<file path="src/hw/rtl/tsh_pkg.sv">
// ----------------------------------------------------------------------------
// tsh_pkg: shared types and constants of the tar stream header parser
// Holds the field widths, the header layout, the byte kind codes and the
// result record that the parser core hands to the top level.
// ----------------------------------------------------------------------------
package tsh_pkg;

   localparam int BLOCK_BYTES  = 512;
   localparam int SIZE_DIGITS  = 12;
   localparam int MAGIC_OFFSET = 257;
   localparam int MAGIC_BYTES  = 6;
   localparam int SIZE_OFFSET  = 124;

   localparam int BYTE_W = 8;
   localparam int POS_W  = $clog2(BLOCK_BYTES);
   localparam int SIZE_W = 36;
   localparam int CPOS_W = SIZE_W + 1;

   typedef enum logic [1:0] {
      KIND_HEADER  = 2'd0,
      KIND_CONTENT = 2'd1,
      KIND_PADDING = 2'd2,
      KIND_DROPPED = 2'd3
   } kind_type;

   typedef struct packed {
      logic [BYTE_W-1:0] byte_out;
      kind_type          byte_kind;
      logic              header_done;
      logic [SIZE_W-1:0] entry_size;
      logic              entry_end;
      logic              bad_magic;
   } result_type;

   function automatic logic [BYTE_W-1:0] magic_char(input logic [2:0] idx);
      logic [BYTE_W-1:0] c;
      case (idx)
         3'd0:    c = 8'h75;
         3'd1:    c = 8'h73;
         3'd2:    c = 8'h74;
         3'd3:    c = 8'h61;
         3'd4:    c = 8'h72;
         3'd5:    c = 8'h20;
         default: c = 8'h20;
      endcase
      return c;
   endfunction

endpackage

</file>
<file path="src/hw/rtl/tsh_parse.sv">
// ----------------------------------------------------------------------------
// tsh_parse: framing state and per-beat classification
// Holds the header and content counters, the magic and size parsers and the
// sticky error flag, and labels one archive byte per enabled cycle.
// ----------------------------------------------------------------------------
module tsh_parse
   import tsh_pkg::*;
(
   input  logic              clock,
   input  logic              reset,
   input  logic              step,
   input  logic [BYTE_W-1:0] data_byte,
   output result_type        result
);

   typedef enum logic [1:0] {
      PHASE_SKIP   = 2'd0,
      PHASE_DIGITS = 2'd1,
      PHASE_STOP   = 2'd2
   } phase_type;

   localparam logic [POS_W-1:0]  LAST_POS   = POS_W'(BLOCK_BYTES - 1);
   localparam logic [POS_W-1:0]  MAGIC_LO   = POS_W'(MAGIC_OFFSET);
   localparam logic [POS_W-1:0]  MAGIC_HI   = POS_W'(MAGIC_OFFSET + MAGIC_BYTES);
   localparam logic [POS_W-1:0]  SIZE_LO    = POS_W'(SIZE_OFFSET);
   localparam logic [POS_W-1:0]  SIZE_HI    = POS_W'(SIZE_OFFSET + SIZE_DIGITS);
   localparam logic [CPOS_W-1:0] BLOCK_MASK = CPOS_W'(BLOCK_BYTES - 1);

   logic [POS_W-1:0]  hpos_ff, hpos_in;
   logic              magic_ok_ff, magic_ok_in;
   logic [SIZE_W-1:0] acc_ff, acc_in;
   phase_type         phase_ff, phase_in;
   logic              in_content_ff, in_content_in;
   logic [CPOS_W-1:0] cpos_ff, cpos_in;
   logic [SIZE_W-1:0] elen_ff, elen_in;
   logic [CPOS_W-1:0] plen_ff, plen_in;
   logic              halted_ff, halted_in;

   logic              octal;
   logic [2:0]        digit;
   logic [CPOS_W-1:0] cpos_next;
   logic [CPOS_W-1:0] padded;
   logic [2:0]        magic_idx;

   assign octal     = (data_byte >= 8'h30) && (data_byte <= 8'h37);
   assign digit     = data_byte[2:0];
   assign cpos_next = cpos_ff + CPOS_W'(1);
   assign padded    = ({1'b0, acc_ff} + BLOCK_MASK) & ~BLOCK_MASK;
   assign magic_idx = 3'(hpos_ff - MAGIC_LO);

   always_comb begin
      hpos_in       = hpos_ff;
      magic_ok_in   = magic_ok_ff;
      acc_in        = acc_ff;
      phase_in      = phase_ff;
      in_content_in = in_content_ff;
      cpos_in       = cpos_ff;
      elen_in       = elen_ff;
      plen_in       = plen_ff;
      halted_in     = halted_ff;

      result.byte_out    = data_byte;
      result.byte_kind   = KIND_HEADER;
      result.header_done = 1'b0;
      result.entry_size  = '0;
      result.entry_end   = 1'b0;
      result.bad_magic   = 1'b0;

      if (halted_ff) begin
         result.byte_kind = KIND_DROPPED;
      end else if (in_content_ff) begin
         result.byte_kind = (cpos_ff < {1'b0, elen_ff}) ? KIND_CONTENT : KIND_PADDING;
         cpos_in = cpos_next;
         if (cpos_next >= plen_ff) begin
            result.entry_end = 1'b1;
            in_content_in    = 1'b0;
            cpos_in          = '0;
         end
      end else begin
         if ((hpos_ff >= MAGIC_LO) && (hpos_ff < MAGIC_HI)) begin
            if (data_byte != magic_char(magic_idx)) begin
               magic_ok_in = 1'b0;
            end
         end
         if ((hpos_ff >= SIZE_LO) && (hpos_ff < SIZE_HI)) begin
            case (phase_ff)
               PHASE_SKIP: begin
                  if (octal) begin
                     acc_in   = SIZE_W'(digit);
                     phase_in = PHASE_DIGITS;
                  end else if (data_byte != 8'h20) begin
                     phase_in = PHASE_STOP;
                  end
               end
               PHASE_DIGITS: begin
                  if (octal) begin
                     acc_in = {acc_ff[SIZE_W-4:0], digit};
                  end else begin
                     phase_in = PHASE_STOP;
                  end
               end
               default: begin
                  phase_in = phase_ff;
               end
            endcase
         end
         if (hpos_ff == LAST_POS) begin
            if (!magic_ok_in) begin
               result.bad_magic = 1'b1;
               halted_in        = 1'b1;
            end else begin
               result.header_done = 1'b1;
               result.entry_size  = acc_ff;
               if (acc_ff == '0) begin
                  result.entry_end = 1'b1;
               end else begin
                  in_content_in = 1'b1;
                  cpos_in       = '0;
                  elen_in       = acc_ff;
                  plen_in       = padded;
               end
            end
            hpos_in     = '0;
            magic_ok_in = 1'b1;
            acc_in      = '0;
            phase_in    = PHASE_SKIP;
         end else begin
            hpos_in = hpos_ff + POS_W'(1);
         end
      end
   end

   always_ff @(posedge clock) begin
      if (reset) begin
         hpos_ff       <= '0;
         magic_ok_ff   <= 1'b1;
         acc_ff        <= '0;
         phase_ff      <= PHASE_SKIP;
         in_content_ff <= 1'b0;
         cpos_ff       <= '0;
         elen_ff       <= '0;
         plen_ff       <= '0;
         halted_ff     <= 1'b0;
      end else if (step) begin
         hpos_ff       <= hpos_in;
         magic_ok_ff   <= magic_ok_in;
         acc_ff        <= acc_in;
         phase_ff      <= phase_in;
         in_content_ff <= in_content_in;
         cpos_ff       <= cpos_in;
         elen_ff       <= elen_in;
         plen_ff       <= plen_in;
         halted_ff     <= halted_in;
      end
   end

endmodule

</file>
<file path="src/hw/rtl/tar_stream_header_parser.sv">
// ----------------------------------------------------------------------------
// tar_stream_header_parser: byte-stream ustar header framer
// Labels every byte of a tar archive as header, content, padding or
// discarded, and reports each parsed header with the entry size from its octal field.
//
// Usage:
//   The req_ channel carries one archive byte per beat; the rsp_ channel
//   returns one labeled beat per input beat, in order.
//   An accepted request beat passes through the input register, then the
//   parser and the result register, before it shows at rsp_valid.
//   Throughput is one beat per cycle while rsp_stall is low, set by the
//   update of the header and content counters in the parser core.
//   When rsp_stall is high, a full result register holds its beat and an
//   empty input register still takes one more beat before req_stall rises.
//   Reset clears the valid flags of both registers and returns the parser to the start of a
//   header with the error flag clear. After a bad magic every later beat
//   is returned as discarded until the next reset.
// ----------------------------------------------------------------------------
module tar_stream_header_parser
   import tsh_pkg::*;
(
   input  logic              clock,
   input  logic              reset,
   input  logic              req_valid,
   output logic              req_stall,
   input  logic [BYTE_W-1:0] req_data_byte,
   output logic              rsp_valid,
   input  logic              rsp_stall,
   output logic [BYTE_W-1:0] rsp_byte_out,
   output logic [1:0]        rsp_byte_kind,
   output logic              rsp_header_done,
   output logic [SIZE_W-1:0] rsp_entry_size,
   output logic              rsp_entry_end,
   output logic              rsp_bad_magic
);

   logic              in_valid_ff;
   logic [BYTE_W-1:0] in_byte_ff;
   logic              out_valid_ff;
   result_type        out_result_ff;
   result_type        result;
   logic              advance;
   logic              load;

   assign advance   = in_valid_ff && (!out_valid_ff || !rsp_stall);
   assign load      = !in_valid_ff || advance;
   assign req_stall = !load;

   tsh_parse u_parse (
      .clock     (clock),
      .reset     (reset),
      .step      (advance),
      .data_byte (in_byte_ff),
      .result    (result)
   );

   always_ff @(posedge clock) begin
      if (reset) begin
         in_valid_ff  <= 1'b0;
         out_valid_ff <= 1'b0;
      end else begin
         if (load) begin
            in_valid_ff <= req_valid;
         end
         if (advance) begin
            out_valid_ff <= 1'b1;
         end else if (!rsp_stall) begin
            out_valid_ff <= 1'b0;
         end
      end
   end

   always_ff @(posedge clock) begin
      if (load) begin
         in_byte_ff <= req_data_byte;
      end
      if (advance) begin
         out_result_ff <= result;
      end
   end

   assign rsp_valid       = out_valid_ff;
   assign rsp_byte_out    = out_result_ff.byte_out;
   assign rsp_byte_kind   = out_result_ff.byte_kind;
   assign rsp_header_done = out_result_ff.header_done;
   assign rsp_entry_size  = out_result_ff.entry_size;
   assign rsp_entry_end   = out_result_ff.entry_end;
   assign rsp_bad_magic   = out_result_ff.bad_magic;

   a_done_excl : assert property (@(posedge clock) disable iff (reset)
      rsp_valid |-> !(rsp_header_done && rsp_bad_magic))
      else $error("header_done and bad_magic on the same beat");

   a_flags_header : assert property (@(posedge clock) disable iff (reset)
      (rsp_valid && (rsp_header_done || rsp_bad_magic)) |-> (rsp_byte_kind == KIND_HEADER))
      else $error("header flag on a beat not labeled header");

   a_size_only_done : assert property (@(posedge clock) disable iff (reset)
      (rsp_valid && !rsp_header_done) |-> (rsp_entry_size == '0))
      else $error("entry_size nonzero outside header_done");

   a_stall_holds_input : assert property (@(posedge clock) disable iff (reset)
      (in_valid_ff && out_valid_ff && rsp_stall) |-> req_stall)
      else $error("request taken while both registers are full and stalled");

endmodule
</file>
<file path="config.mk">
export PLATFORM = sky130hd
export DESIGN_NAME = tar_stream_header_parser
export DESIGN_NICKNAME = d
export VERILOG_FILES = /design/src/hw/rtl/tsh_pkg.sv /design/src/hw/rtl/tsh_parse.sv /design/src/hw/rtl/tar_stream_header_parser.sv
export SDC_FILE = /design/constraint.sdc
export NUM_CORES = 1
export LEC_CHECK = 0
export ABC_AREA = 1
export BUFFER_PORTS_ARGS = -buffer_cell sky130_fd_sc_hd__buf_2
export CELL_PAD_IN_SITES_DETAIL_PLACEMENT = 1
export CELL_PAD_IN_SITES_GLOBAL_PLACEMENT = 1
export CORE_MARGIN = 1
export CORE_UTILIZATION = 40
export DETAILED_ROUTE_END_ITERATION = 6
export GPL_ROUTABILITY_DRIVEN = 0
export HOLD_SLACK_MARGIN = 0.15
export MAX_ROUTING_LAYER = met4
export PLACE_DENSITY = 0.8
export SETUP_SLACK_MARGIN = 0.02
export SLEW_MARGIN = 20
export SYNTH_ARGS = -nofsm -noshare
export SYNTH_HDL_FRONTEND = slang
export SYNTH_SLANG_ARGS = --single-unit
</file>
<file path="constraint.sdc">
create_clock -name clock -period 4.5 [get_ports clock]
set_input_delay 0.225 -clock clock [delete_from_list [all_inputs] [get_ports clock]]
set_output_delay 0.225 -clock clock [all_outputs]
set_load 0.01 [all_outputs]
</file>
==> Word-level counts from Yosys, hierarchy flattened <==
Cells that the tools add are included.
{ "classes": {"n_eq_ne": 14, "n_reduce_logical": 25, "bitwise_logic": 5, "muxes": 44, "n_addsub": 4, "magnitude_cmp": 8} }
{ "op_table": {"columns": ["op", "count"], "rows": [
  ["$mux W37", 5],
  ["$mux W36", 4],
  ["$pmux W36 S2", 1],
  ["$mux W38", 1],
  ["$add A36 B9 Y37 const B", 1],
  ["$add A37 B1 Y37 const B", 1],
  ["$ge A37 B37 Y1", 1],
  ["$lt A37 B36 Y1", 1],
  ["$logic_not A36 Y1", 1],
  ["$pmux W7 S5", 1],
  ["$mux W8", 3],
  ["$mux W1", 19],
  ["$mux W2", 8],
  ["$reduce_and A7 Y1", 2],
  ["$add A9 B1 Y9 const B", 1],
  ["$eq A9 B9 Y1 const B", 1],
  ["$ge A9 B7 Y1 const B", 1],
  ["$ge A9 B9 Y1 const B", 1],
  ["$lt A9 B8 Y1 const B", 1],
  ["$lt A9 B9 Y1 const B", 1],
  ["$mux W9", 1],
  ["$ge A8 B6 Y1 const B", 1],
  ["$le A8 B6 Y1 const B", 1],
  ["$ne A8 B6 Y1 const B", 1],
  ["other kinds (25)", 41]
]} }
{ "totals": {"input_bits": 12, "ff_bits": 210} }

==> Logic depth before layout (Yosys ltp) <==
Gate-level depths: netlist of the first run.
{ "logic_depth": {"depth_word": 15, "ltp_mapped": 24, "ltp_nobuf": 21} }

==> Hierarchy <==
From an unflattened synthesis of the first run, not the netlist that was laid out.
{ "hier_totals": {"hier_cells": 1589, "area_unflattened_um2": 11840.1} }
{ "by_module_without_submodules": {"columns": ["mod", "n_inst", "area_per_inst_um2", "cells_each"], "rows": [
  ["tsh_parse", 1, 10044.6, 1522],
  ["tar_stream_header_parser", 1, 1795.5, 67]
]} }

==> Least setup slack after synthesis of the first run <==
No wires, ideal clock.
{ "synth_timing": {"kind": "reg2reg", "start": "register u_parse.cpos_ff[0]", "end": "register u_parse.cpos_ff[16]", "setup_time_ns": 0.064, "stages_incl_launch_ff": 21, "path_buffers": 3, "t_required_ns": 4.436, "t_arrival_ns": 2.921, "period_less_slack_ns": 2.985, "slack_ns": 1.515, "cell_sequence": "dfxtp_1 > ha_1 > buf_2 > nand2_2 > nor2_4 > nand2_2 > nor3_1 > xnor2_1 > inv_1 > ha_1 > a21oi_1 > o21ai_0 > a21oi_1 > nand2_1 > nand2_1 > clkbuf_1 > buf_2 > nand4_1 > nand3_1 > nand2_1 > nor2_1"} }
{ "synth_between": {"elab_chain_len": 4} }
{ "synth_lines": {"columns": ["item", "line_no", "source"], "rows": [
  ["start, declared", "tsh_parse.sv:34", "logic [CPOS_W-1:0] cpos_ff, cpos_in;"],
  ["start signal, assigned", "tsh_parse.sv:150", "cpos_ff <= cpos_in;"],
  ["$add A37 B1 Y37 (*)", "tsh_parse.sv:47", "assign cpos_next = cpos_ff + CPOS_W'(1);"],
  ["$ge A37 B37 Y1", "tsh_parse.sv:74", "if (cpos_next >= plen_ff) begin"],
  ["$mux W37 (*)", "tsh_parse.sv:74", null],
  ["$mux W37 (*)", "tsh_parse.sv:71", "end else if (in_content_ff) begin"]
]} }
Every way passes the cells marked *; elsewhere a longest branch is shown, timed or not.
A chain may end at the register's enable or synchronous reset.

==> Worst setup path after layout of the first run <==
{ "layout_timing": {"start": "register u_parse.cpos_ff[0]", "end": "register u_parse.cpos_ff[18]"} }
The elaborated chain is that of the path after synthesis.

==> results of run 1 <==
worst max-delay path: cells and delay by family, from the launching register on:
kind / cells / cell delay [ns]
xor+xnor: 1 / 0.24
buf+inv: 1 / 0.24
flops: 1 / 0.51
simple gates: 16 / 2.29
fa+ha+maj: 2 / 0.71
worst max path at each step:
stage / from / endpoint / slack, ns
after global routing: u_parse.cpos_ff[0] / u_parse.cpos_ff[18] / 0.06
after CTS: u_parse.cpos_ff[0] / u_parse.cpos_ff[16] / 0.50
after global placement: u_parse.cpos_ff[0] / u_parse.cpos_ff[18] / 0.53
final: u_parse.cpos_ff[0] / u_parse.cpos_ff[18] / 0.43
after floorplan: u_parse.cpos_ff[0] / u_parse.cpos_ff[16] / 1.51
after detailed placement: u_parse.cpos_ff[0] / u_parse.cpos_ff[18] / 0.54
placed cells by master (no fill, tap or decap), types with 2 or more instances in the layout:
master         count
nand2_1          304
dfxtp_1          153
buf_2             62
buf_4             10
nor3_1            25
nor2_2            12
inv_2              9
clkbuf_8           4
clkinvlp_4         2
clkbuf_16         26
clkinv_2           3
ha_1              72
xor2_1            36
nand2_2            7
buf_12             3
nand3_1           80
edfxtp_1          57
o221ai_1           2
dlygate4sd3_1     10
o21bai_1           3
inv_1            174
xnor2_1           10
a211oi_1           2
nor3b_1           35
nor4_1             6
nor2_1           200
o21a_1             6
clkbuf_1           5
a21oi_1          178
o211ai_1           2
nand4_1           60
nor2_4             4
o21ai_0           80
cell type report:
class / count / share of cell area [%]
Clock inverter: 9 / 0.590
Multi-Input combinational cell: 1133 / 45.4
Sequential cell: 210 / 35.8
Tap cell: 384 / 3.60
Timing Repair Buffer: 85 / 4.09
Clock buffer: 35 / 5.43
Inverter: 183 / 5.14
stage by stage:
| stage | area (um^2) | hold WS (ns) | utilization, % |
|---|---|---|---|
| 6_report | 13400 | 0.280 | 46.1 |
| 2_1_floorplan | 11900 | 0.324 | - |
| 5_1_grt | 13400 | 0.307 | 46.1 |
| 3_3_place_gp | 12400 | 0.401 | 43.0 |
| 3_5_place_dp | 12400 | 0.404 | 43.0 |
| 4_1_cts | 13400 | 0.270 | 46.1 |
power groups by stage:
stage	Sequential [uW]	Clock, uW	Combinational (uW)
2_1_floorplan	2030	0	81.1
3_3_place_gp	2020	0	142
3_5_place_dp	2020	0	146
4_1_cts	1980	2040	154
5_1_grt	1980	2110	169
6_report	1980	2000	153
repair_timing:
| item | CTS | global route |
|---|---|---|
| setup endpoints to repair | 0 | 0 |
| hold buffers | 10 | 0 |
| gates resized for setup | 0 | 0 |
| endpoints found under the hold margin | 10 | 0 |
sequential cells by signal, summed over array words and instances, names as in the netlist:
| register | flops |
|---|---|
| u_parse.cpos_ff | 37 |
| rsp_entry_size | 36 |
| u_parse.acc_ff | 36 |
| u_parse.elen_ff | 36 |
| u_parse.plen_ff | 28 |
| u_parse.hpos_ff | 9 |
| in_byte_ff | 8 |
| rsp_byte_out | 8 |
| rsp_byte_kind | 2 |
| u_parse.phase_ff | 2 |
| in_valid_ff | 1 |
| rsp_bad_magic | 1 |
| rsp_entry_end | 1 |
| rsp_header_done | 1 |
| rsp_valid | 1 |
| u_parse.halted_ff | 1 |
| u_parse.in_content_ff | 1 |
| u_parse.magic_ok_ff | 1 |
metal layers:
layer	vias to the layer above	wire length, um	track usage (%)	part of all wire [%]
li1	5371	-	-	-
met1	5406	16600	31.6	44
met2	252	18400	43.2	49
met3	70	1640	3.37	4.3
met4	0	1230	9.21	3.2
met5	-	0	-	0
cells by family after synthesis:
group	after synthesis	synth area share, %
and+or+nand+nor	736	27.5
AOI/OAI and AO/OA	279	12.3
buffers and inverters	260	8.95
DFF	210	40.2
adders and majority gates	72	7.59
xor gates and xnor gates	46	3.39
==> summary.md, run 1 <==
### Yosys
* proportion of register bits with asynchronous set or reset after synthesis: 0%
* number of enable-type register cells in the synthesized netlist: 57
* distinct cell type count of the synthesized netlist: 39
* yosys warns: 0
* top area cells in the synthesized netlist: dfxtp_1 (26%), edfxtp_1 (14%), nand2_1 (9.6%)
* post-synthesis cell type with the largest combined area: dfxtp_1
* share of the yosys chip area belonging to registers: 40.2%
* most frequent cell after synthesis: nand2_1
* leading cell types by count after synthesis: nand2_1 (305), nor2_1 (202), a21oi_1 (178)
* synthesized instance count: 1,603
* count of state elements after synthesis: 210
* Mapped Area: 11,900 um^2
* share of the synthesized area in the top cell type: 25.8%
* mean instance size in the synthesized netlist: 7.41 um^2
* top flip-flop cell by instance count after synthesis: dfxtp_1
* net count of the mapped netlist: 1,687

### Power and ir drop
* Power Internal: 3190 uW
* clock network power share: 48.4%
* net switching fraction of the power: 22.9%
* register share of total power: 47.9%
* Worst IR Drop VDD: 393 uV
* fraction of power consumed by combinational cells: 3.7%
* leakage power: 0.00546 uW
* sw power: 946 uW
* PwrDens: 310 nW/um^2
* overall power: 4140 uW

### STA
* Tightest Pin Transition: 0.855 ns
* post-layout min period: 4.07 ns
* final sum of negative setup slack: 0 ns
* setup repair after global routing missed its margin: false
* final slew viol count: 0
* fraction of the cycle the final worst path needs: 90.4%
* worst slew margin relative to its limit: 42.8%
* final hold vios: 0
* worst-case setup margin in the final layout: 0.433 ns
* worst clock skew: 0.0225 ns
* upper clock frequency limit: 0.246 GHz
* setup violators final: 0

### Finish
* Multi-input gate area: 6060 um^2
* fillers: 3,611
* sequential cell area in the final layout: 4770 um^2
* Inserted Diodes: 0
* final-stage net count: 1,721
* proportion of layout cells with a drive suffix above 1: 9.00%
* area growth from synthesis to layout: 12.4%
* post-route insts no fill: 2,039

### Critical path
* critical path launch point type: register
* CP max stage cell: nor2_2
* depth of the worst register-to-register path: 20
* Reg2Reg Setup Slack: 0.43 ns
* most used cell along the critical path: nor2_1
* terminus of the critical flop-to-flop path: u_parse.cpos_ff[18]
* chain of cells forming the critical path: ha_1 > nand2_2 > nor2_4 > nand2_2 > nor2_1 > nand2_1 > xnor2_1 > ha_1 > nand2_1 > nor2_1 > nand2_1 > nor2_1 > nand4_1 > nor2_1 > nor2_2 > buf_12 > nand4_1 > nand3_1 > nand2_1 > nor2_1
* Crit Path Max Fanout: 20
* worst path required time: 4.97 ns
* data arrival time of the worst path: 4.54 ns
* critical register-to-register path startpoint: u_parse.cpos_ff[0]
* delay of the slowest cell on the worst path: 0.64 ns
* type of the worst setup path: reg2reg
* critical path endpoint category: register

### Clock tree
* Root Buffer: clkbuf_16
* maximum clock path buffer count: 3
* TritonCTS clock tree: yes
* deepest level of the CTS H-tree: 1
* clock sink count: 210
* post-CTS setup buffer count: 0
* clk_lat worst skew: 0.54 ns
* TritonCTS buffer count: 24
* register clock-pin slew on the reported worst setup and hold paths: 0.06 ns

### Floorplan
* Core Area: 28,900 um^2
* area of the die: 30,400 um^2
* die width: 174 um
* number of rows in the core area: 62
* boundary pin count: 63
* effective utilization at floorplan: 41.0%
* die height: 174 um

### Min path
* Min-Delay Endpoint: u_parse.acc_ff[0]
* hold_sp: reset
* class of the worst hold path: in2reg
* number of instances on the worst hold path: 3

### Placed design
* detailed-placement wirelength estimate: 27,500 um
* Setup Slack @ Placement: 0.542 ns
* number of port buffers: 62
* cell total after placement: 1,985

### GRT
* first-pass GRT wire length: 60,300 um
* maximum number of pins on one net before global-route repair: 73
* total global routing overflow: 0
* global-route usage over all layers: 25.8%
* via count of the first global-routing pass: 11,300
* antenna violations before repair: 0

### Detailed routing
* DRC: 0
* average wire length per cell after detail routing: 18.6 um
* vias per inst: 5.44
* first-pass iteration count of the detailed router: 5
* detailed-route wire length: 37,900 um
* Routed Antenna Nets: 0
* Starting DRT DRC Count: 897
* routed vias: 11,100

### Status
* status: finished clean

### Flow run
* max-cap check violation count: 0

No activity file was read; power rests on OpenSTA's default activity.
==> run 2: changes to the inputs <==
- REMOVE_ABC_BUFFERS: unset -> 1
==> run 2 against run 1 <==
Fmax grew 2.8%. Sequential share of layout area grew 0.16 points. Largest cell class unchanged. Clock power decreased by 5%. Combinational power about the same. Clock skew fell by 0.0092 ns. Non-clock buffer count increased by 3. Die area did not move. Register-to-register slack better by 0.11 ns. Count of clock-buffer cells in the layout down 1. Worst setup slack improved by 0.11 ns. First-iteration DRC count is 23% lower. Highest routed layer unchanged.
==> summary.md, run 2 (same netlist as run 1, synthesis figures left out) <==
### Status
* status: finished clean, unchanged

### GRT
* via count of the first global-routing pass: 11,200, was 11,300
* total global routing overflow: 0, unchanged
* global-route usage over all layers: 25.0%, was 25.8%
* antenna violations before repair: 0, unchanged
* first-pass GRT wire length: 59,300 um, was 60,300 um
* maximum number of pins on one net before global-route repair: 80, was 73

### Clock tree
* clock sink count: 210, unchanged
* hold_buf cts: 10, unchanged
* TritonCTS buffer count: 24, unchanged
* Root Buffer: clkbuf_16, unchanged
* post-CTS setup buffer count: 0, unchanged
* deepest level of the CTS H-tree: 1, unchanged
* clk_lat worst skew: 0.53 ns, was 0.54 ns
* register clock-pin slew on the reported worst setup and hold paths: 0.06 ns, about the same
* maximum clock path buffer count: 3, unchanged
* TritonCTS clock tree: yes, unchanged
* Gates resized, CTS repair: 0, unchanged

### STA
* Tightest Pin Transition: 1.03 ns, was 0.855 ns
* post-layout min period: 3.96 ns, was 4.07 ns
* final hold vios: 0, unchanged
* setup repair after global routing missed its margin: false, unchanged
* final sum of negative setup slack: 0 ns, unchanged
* worst slew margin relative to its limit: 31.2%, was 42.8%
* final slew viol count: 0, unchanged
* setup violators final: 0, unchanged
* upper clock frequency limit: 0.253 GHz, was 0.246 GHz
* fraction of the cycle the final worst path needs: 87.9%, was 90.4%
* worst clock skew: 0.0133 ns, was 0.0225 ns

### Critical path
* type of the worst setup path: reg2reg, unchanged
* CP max stage cell: nor2_2, unchanged
* Crit Path Max Fanout: 17, was 20
* critical path launch point type: register, unchanged
* critical path endpoint category: register, unchanged
* worst path required time: 4.95 ns, was 4.97 ns
* most used cell along the critical path: nand2_1, was nor2_1
* delay of the slowest cell on the worst path: 0.54 ns, was 0.64 ns
* chain of cells forming the critical path: ha_1 > nand2_2 > nor2_4 > nand2_2 > nor2_1 > nand2_1 > xnor2_1 > ha_1 > a21oi_1 > o21ai_0 > nand2_1 > o211ai_1 > nor2_2 > buf_4 > nand4_1 > nand3_1 > nand2_1 > nor2_1, was ha_1 > nand2_2 > nor2_4 > nand2_2 > nor2_1 > nand2_1 > xnor2_1 > ha_1 > nand2_1 > nor2_1 > nand2_1 > nor2_1 > nand4_1 > nor2_1 > nor2_2 > buf_12 > nand4_1 > nand3_1 > nand2_1 > nor2_1
* Worst path top cell family by delay: simple AND/OR/NAND/NOR gates, unchanged
* data arrival time of the worst path: 4.41 ns, was 4.54 ns
* Worst Path Buf+Inv: 1, unchanged

### Detailed routing
* wire length on met2: 18,200 um, was 18,400 um
* Routed Antenna Nets: 0, unchanged
* Starting DRT DRC Count: 689, was 897
* DRC: 0, unchanged
* first-pass iteration count of the detailed router: 5, unchanged
* Met1 Wirelength: 16,000 um, was 16,600 um
* detailed-route wire length: 36,800 um, was 37,900 um
* highest routed metal layer: met4, unchanged
* vias per inst: 5.36, was 5.44
* wire length on met3: 1350 um, was 1640 um
* average wire length per cell after detail routing: 18.0 um, was 18.6 um
* routed vias: 10,900, was 11,100

### Floorplan
* number of rows in the core area: 62, unchanged
* die width: 174 um, unchanged
* boundary pin count: 63, unchanged
* die height: 174 um, unchanged
* area of the die: 30,400 um^2, unchanged
* effective utilization at floorplan: 41.0%, unchanged
* Core Area: 28,900 um^2, unchanged

### Min path
* class of the worst hold path: in2reg, unchanged

### Finish
* final-stage net count: 1,724, was 1,721
* post-route insts no fill: 2,041, was 2,039
* proportion of layout cells with a drive suffix above 1: 8.87%, was 9.00%
* area growth from synthesis to layout: 11.9%, was 12.4%
* max FFs per register: 37, unchanged
* most frequent standard cell in the layout excluding fill and tap cells: nand2_1, unchanged
* Largest Register: u_parse.cpos_ff, unchanged
* Inserted Diodes: 0, unchanged
* highest-count cells in the layout ignoring fill and taps: nand2_1 (304), nor2_1 (200), a21oi_1 (178), inv_1 (174), dfxtp_1 (153), unchanged

### Placed design
* detailed-placement wirelength estimate: 27,100 um, was 27,500 um
* cell total after placement: 1,988, was 1,985
* number of port buffers: 62, unchanged

### Power and ir drop
* overall power: 4040 uW, was 4140 uW
* PwrDens: 304 nW/um^2, was 310 nW/um^2
* Worst IR Drop VDD: 284 uV, was 393 uV
* leakage power: 0.00544 uW, was 0.00546 uW

### Flow run
* max-cap check violation count: 0, unchanged

## run 2: changes by cell type in the layout (fill, tap and decap cells not counted), sizes merged
| cell | before | now |
|---|---|---|
| buf | 75 | 78 |
| clkinv | 4 | 7 |
| inv | 185 | 183 |
| clkbuf | 35 | 34 |
| clkinvlp | 2 | 1 |
## run 2: power by group
part / leakage [uW] / switching (uW) / internal (uW) / total [uW]
clock: 0.000362 / 815 / 1090 / 1910
sequential: 0.00175 / 13.8 / 1970 / 1980
combinational: 0.00332 / 104 / 48.4 / 152
total: 0.00544 / 932 / 3110 / 4040
## run 2: worst min-delay path: stages
cell and delay, ns:
buf_2 0.09, buf_4 0.27, nor2_1 0.15
## run 2: metal layers
| layer | track usage (%) | vias up |
|---|---|---|
| met2 | 42.9 | 206 |
| met5 | - | - |
| met3 | 3.08 | 74 |
| met1 | 30.0 | 5276 |
| li1 | - | 5379 |
| met4 | 9.14 | 0 |
## run 2: path summary, 6_finish.rpt
check | startpoint | to | slack (ns) | cells after the start
max | u_parse.cpos_ff[0] | u_parse.cpos_ff[9] | 0.54 | 18
min | reset | u_parse.acc_ff[2] | 0.29 | 3
max reg2reg | u_parse.cpos_ff[0] | u_parse.cpos_ff[9] | 0.54 | 18
min reg2reg | in_byte_ff[3] | rsp_byte_out[3] | 0.45 | 0
## run 2: layout make-up
type | count | area, um^2
fill | 3666 | 15600
multi-input combinational | 1133 | 6060
timing repair buffer | 88 | 543
clock inverter | 9 | 77.6
clock buffer | 34 | 669
sequential | 210 | 4770
inverter | 183 | 687
tap | 384 | 480
## run 2: stage by stage
step,setup slack (ns),utilization (%),cell area [um^2],hold WS (ns)
floorplan,0.794,-,11500,0.294
global placement,0.817,43.0,12400,0.402
detailed placement,0.601,43.0,12400,0.404
CTS,0.593,45.9,13300,0.276
global route,0.0909,45.9,13300,0.297
finish,0.543,45.9,13300,0.292
==> run 3: changes to the inputs <==
- CORE_MARGIN: 1 -> 5
- CTS_CLUSTER_SIZE: unset -> 28
==> run 3 against run 2 <==
Combinational power about the same. Via count increased by 0.96%. Count of clock-buffer cells in the layout increased by 1. Die area increased by 9.4%. First-iteration DRC count increased by 5.2%. Clock skew increased by 0.0019 ns. Cell count increased by 0.20%. Sequential cell count unchanged. Critical endpoint is now u_parse.cpos_ff[22]. Highest routed layer unchanged.
==> summary.md, run 3 (same netlist as run 1, synthesis figures left out) <==
### GRT
* antenna violations before repair: 0, unchanged
* total global routing overflow: 0, unchanged
* maximum number of pins on one net before global-route repair: 80, unchanged
* global-route usage over all layers: 23.2%, was 25.0%
* first-pass GRT wire length: 61,100 um, was 59,300 um
* via count of the first global-routing pass: 11,500, was 11,200

### Clock tree
* clk_lat worst skew: 0.53 ns, about the same
* deepest level of the CTS H-tree: 1, unchanged
* TritonCTS clock tree: yes, unchanged
* clock sink count: 210, unchanged
* Root Buffer: clkbuf_16, unchanged
* Gates resized, CTS repair: 0, unchanged
* register clock-pin slew on the reported worst setup and hold paths: 0.06 ns, about the same
* maximum clock path buffer count: 3, unchanged
* TritonCTS buffer count: 24, unchanged
* post-CTS setup buffer count: 0, unchanged

### Critical path
* delay of the slowest cell on the worst path: 0.46 ns, was 0.54 ns
* data arrival time of the worst path: 4.18 ns, was 4.41 ns
* Reg2Reg Setup Slack: 0.77 ns, was 0.54 ns
* Worst Path Buf+Inv: 1, unchanged
* Worst path top cell family by delay: simple AND/OR/NAND/NOR gates, unchanged
* type of the worst setup path: reg2reg, unchanged
* Crit Path Max Fanout: 21, was 17
* timing endpoint of the critical path: u_parse.cpos_ff[22], was u_parse.cpos_ff[9]
* most used cell along the critical path: nand2_1, unchanged
* depth of the worst register-to-register path: 18, unchanged
* worst path required time: 4.95 ns, about the same
* critical register-to-register path startpoint: u_parse.cpos_ff[0], unchanged
* CP max stage cell: dfxtp_1, was nor2_2
* critical path endpoint category: register, unchanged
* chain of cells forming the critical path: ha_1 > nand2_2 > nor2_4 > nand2_2 > nor2_1 > nand2_1 > xnor2_1 > ha_1 > a21oi_1 > o21ai_0 > nand2_1 > o211ai_1 > nor2_2 > buf_4 > nand4_1 > nand3_1 > nand2_1 > nor2_1, unchanged
* terminus of the critical flop-to-flop path: u_parse.cpos_ff[22], was u_parse.cpos_ff[9]
* Critical Path Start: u_parse.cpos_ff[0], unchanged
* depth of the critical timing path with buffers and inverters included: 18, unchanged
* critical path launch point type: register, unchanged

### STA
* Worst Hold Margin: 0.280 ns, was 0.292 ns
* upper clock frequency limit: 0.268 GHz, was 0.253 GHz
* final hold vios: 0, unchanged
* worst clock skew: 0.0152 ns, was 0.0133 ns
* final sum of negative setup slack: 0 ns, unchanged
* Tightest Pin Transition: 1.03 ns, about the same
* post-layout min period: 3.73 ns, was 3.96 ns
* setup violators final: 0, unchanged
* fraction of the cycle the final worst path needs: 82.8%, was 87.9%
* final slew viol count: 0, unchanged
* setup repair after global routing missed its margin: false, unchanged
* worst slew margin relative to its limit: 30.8%, was 31.2%

### Flow run
* max-cap check violation count: 0, unchanged

### Detailed routing
* average wire length per cell after detail routing: 18.4 um, was 18.0 um
* vias per inst: 5.40, was 5.36
* detailed-route wire length: 37,600 um, was 36,800 um
* routed vias: 11,000, was 10,900
* Routed Antenna Nets: 0, unchanged
* DRC: 0, unchanged
* first-pass iteration count of the detailed router: 5, unchanged
* Starting DRT DRC Count: 725, was 689

### Power and ir drop
* net switching fraction of the power: 22.8%, was 23.1%
* sw power: 922 uW, was 932 uW
* PwrDens: 304 nW/um^2, about the same
* register share of total power: 49.0%, about the same
* fraction of power consumed by combinational cells: 3.8%, about the same
* clock network power share: 47.2%, about the same
* Worst IR Drop VDD: 268 uV, was 284 uV
* overall power: 4050 uW, was 4040 uW
* leakage power: 0.00544 uW, about the same
* Power Internal: 3130 uW, was 3110 uW

### Floorplan
* boundary pin count: 63, unchanged
* die height: 182 um, was 174 um
* die width: 182 um, was 174 um
* number of rows in the core area: 63, was 62
* area of the die: 33,200 um^2, was 30,400 um^2
* Core Area: 29,500 um^2, was 28,900 um^2
* effective utilization at floorplan: 40.3%, was 41.0%

### Status
* status: finished clean, unchanged

### Placed design
* detailed-placement wirelength estimate: 27,400 um, was 27,100 um
* number of port buffers: 62, unchanged

### Finish
* highest-count cells in the layout ignoring fill and taps: nand2_1 (304), nor2_1 (200), a21oi_1 (178), inv_1 (174), dfxtp_1 (152), was nand2_1 (304), nor2_1 (200), a21oi_1 (178), inv_1 (174), dfxtp_1 (153)
* Largest Register: u_parse.cpos_ff, unchanged
* fillers: 3,698, was 3,666
* most frequent standard cell in the layout excluding fill and tap cells: nand2_1, unchanged
* max FFs per register: 37, unchanged
* proportion of layout cells with a drive suffix above 1: 8.94%, was 8.87%
* Inserted Diodes: 0, unchanged
* area growth from synthesis to layout: 12.1%, was 11.9%
* final-stage net count: 1,721, was 1,724

### Min path
* class of the worst hold path: in2reg, unchanged

-- run 3: changes by cell type in the layout (fill, tap and decap cells not counted), moves of 2 or more --
cell      change
clkbuf_8      +3
clkinv_2      +3
clkinv_4      -2
buf_4         -4
-- run 3: layer usage --
| layer | track usage (%) | wire length [um] | vias to the layer above |
|---|---|---|---|
| met3 | 2.25 | 1320 | 67 |
| met5 | - | 0 | - |
| li1 | - | - | 5372 |
| met2 | 41.7 | 19100 | 200 |
| met4 | 6.03 | 1060 | 0 |
| met1 | 28.0 | 16100 | 5401 |
-- run 3: worst min-delay path: cells and delay by family --
family                 cells  cell delay (ns)
buffers and inverters      2             0.36
AOI/OAI and AO/OA          1             0.18
-- run 3: how the worst min path moves through the flow --
stage / startpoint / end / slack [ns] / cells after the start
after floorplan: reset / rsp_valid / 0.29 / 1
after global placement: req_data_byte[6] / in_byte_ff[6] / 0.40 / 1
after detailed placement: req_data_byte[7] / in_byte_ff[7] / 0.40 / 1
after CTS: reset / u_parse.acc_ff[0] / 0.28 / 3
after global routing: reset / u_parse.halted_ff / 0.29 / 3
final: reset / u_parse.halted_ff / 0.28 / 3
-- run 3: layout make-up --
cell class | instances | area (um^2) | area share, %
Tap cell | 390 | 488 | 3.67
Timing Repair Buffer | 85 | 533 | 4.01
Inverter | 183 | 687 | 5.16
Clock buffer | 35 | 682 | 5.12
Sequential cell | 210 | 4780 | 35.9
Multi-Input combinational cell | 1133 | 6060 | 45.5
Clock inverter | 9 | 80.1 | 0.602
-- run 3: power groups by stage --
stage / registers [uW] / logic, uW / clock network [uW]
5_1_grt: 1980 / 172 / 2050
6_report: 1980 / 155 / 1910
3_5_place_dp: 2020 / 148 / 0
4_1_cts: 1980 / 157 / 1950
3_3_place_gp: 2020 / 143 / 0
2_1_floorplan: 2030 / 71.4 / 0
-- run 3: per-stage QoR --
step           util [%]  instances  setup WS [ns]  area [um^2]
2_1_floorplan         -       1526          0.794        11500
3_3_place_gp       42.2       1991          0.940        12400
3_5_place_dp       42.2       1991          0.825        12400
4_1_cts            45.1       2045          0.802        13300
5_1_grt            45.1       2045          0.354        13300
6_report           45.1       2045          0.773        13300
-- run 3: timing repair --
action                                  in CTS  in global routing
endpoints found under the setup margin       0                  0
hold endpoints to repair                    10                  0
hold buffers                                10                  0
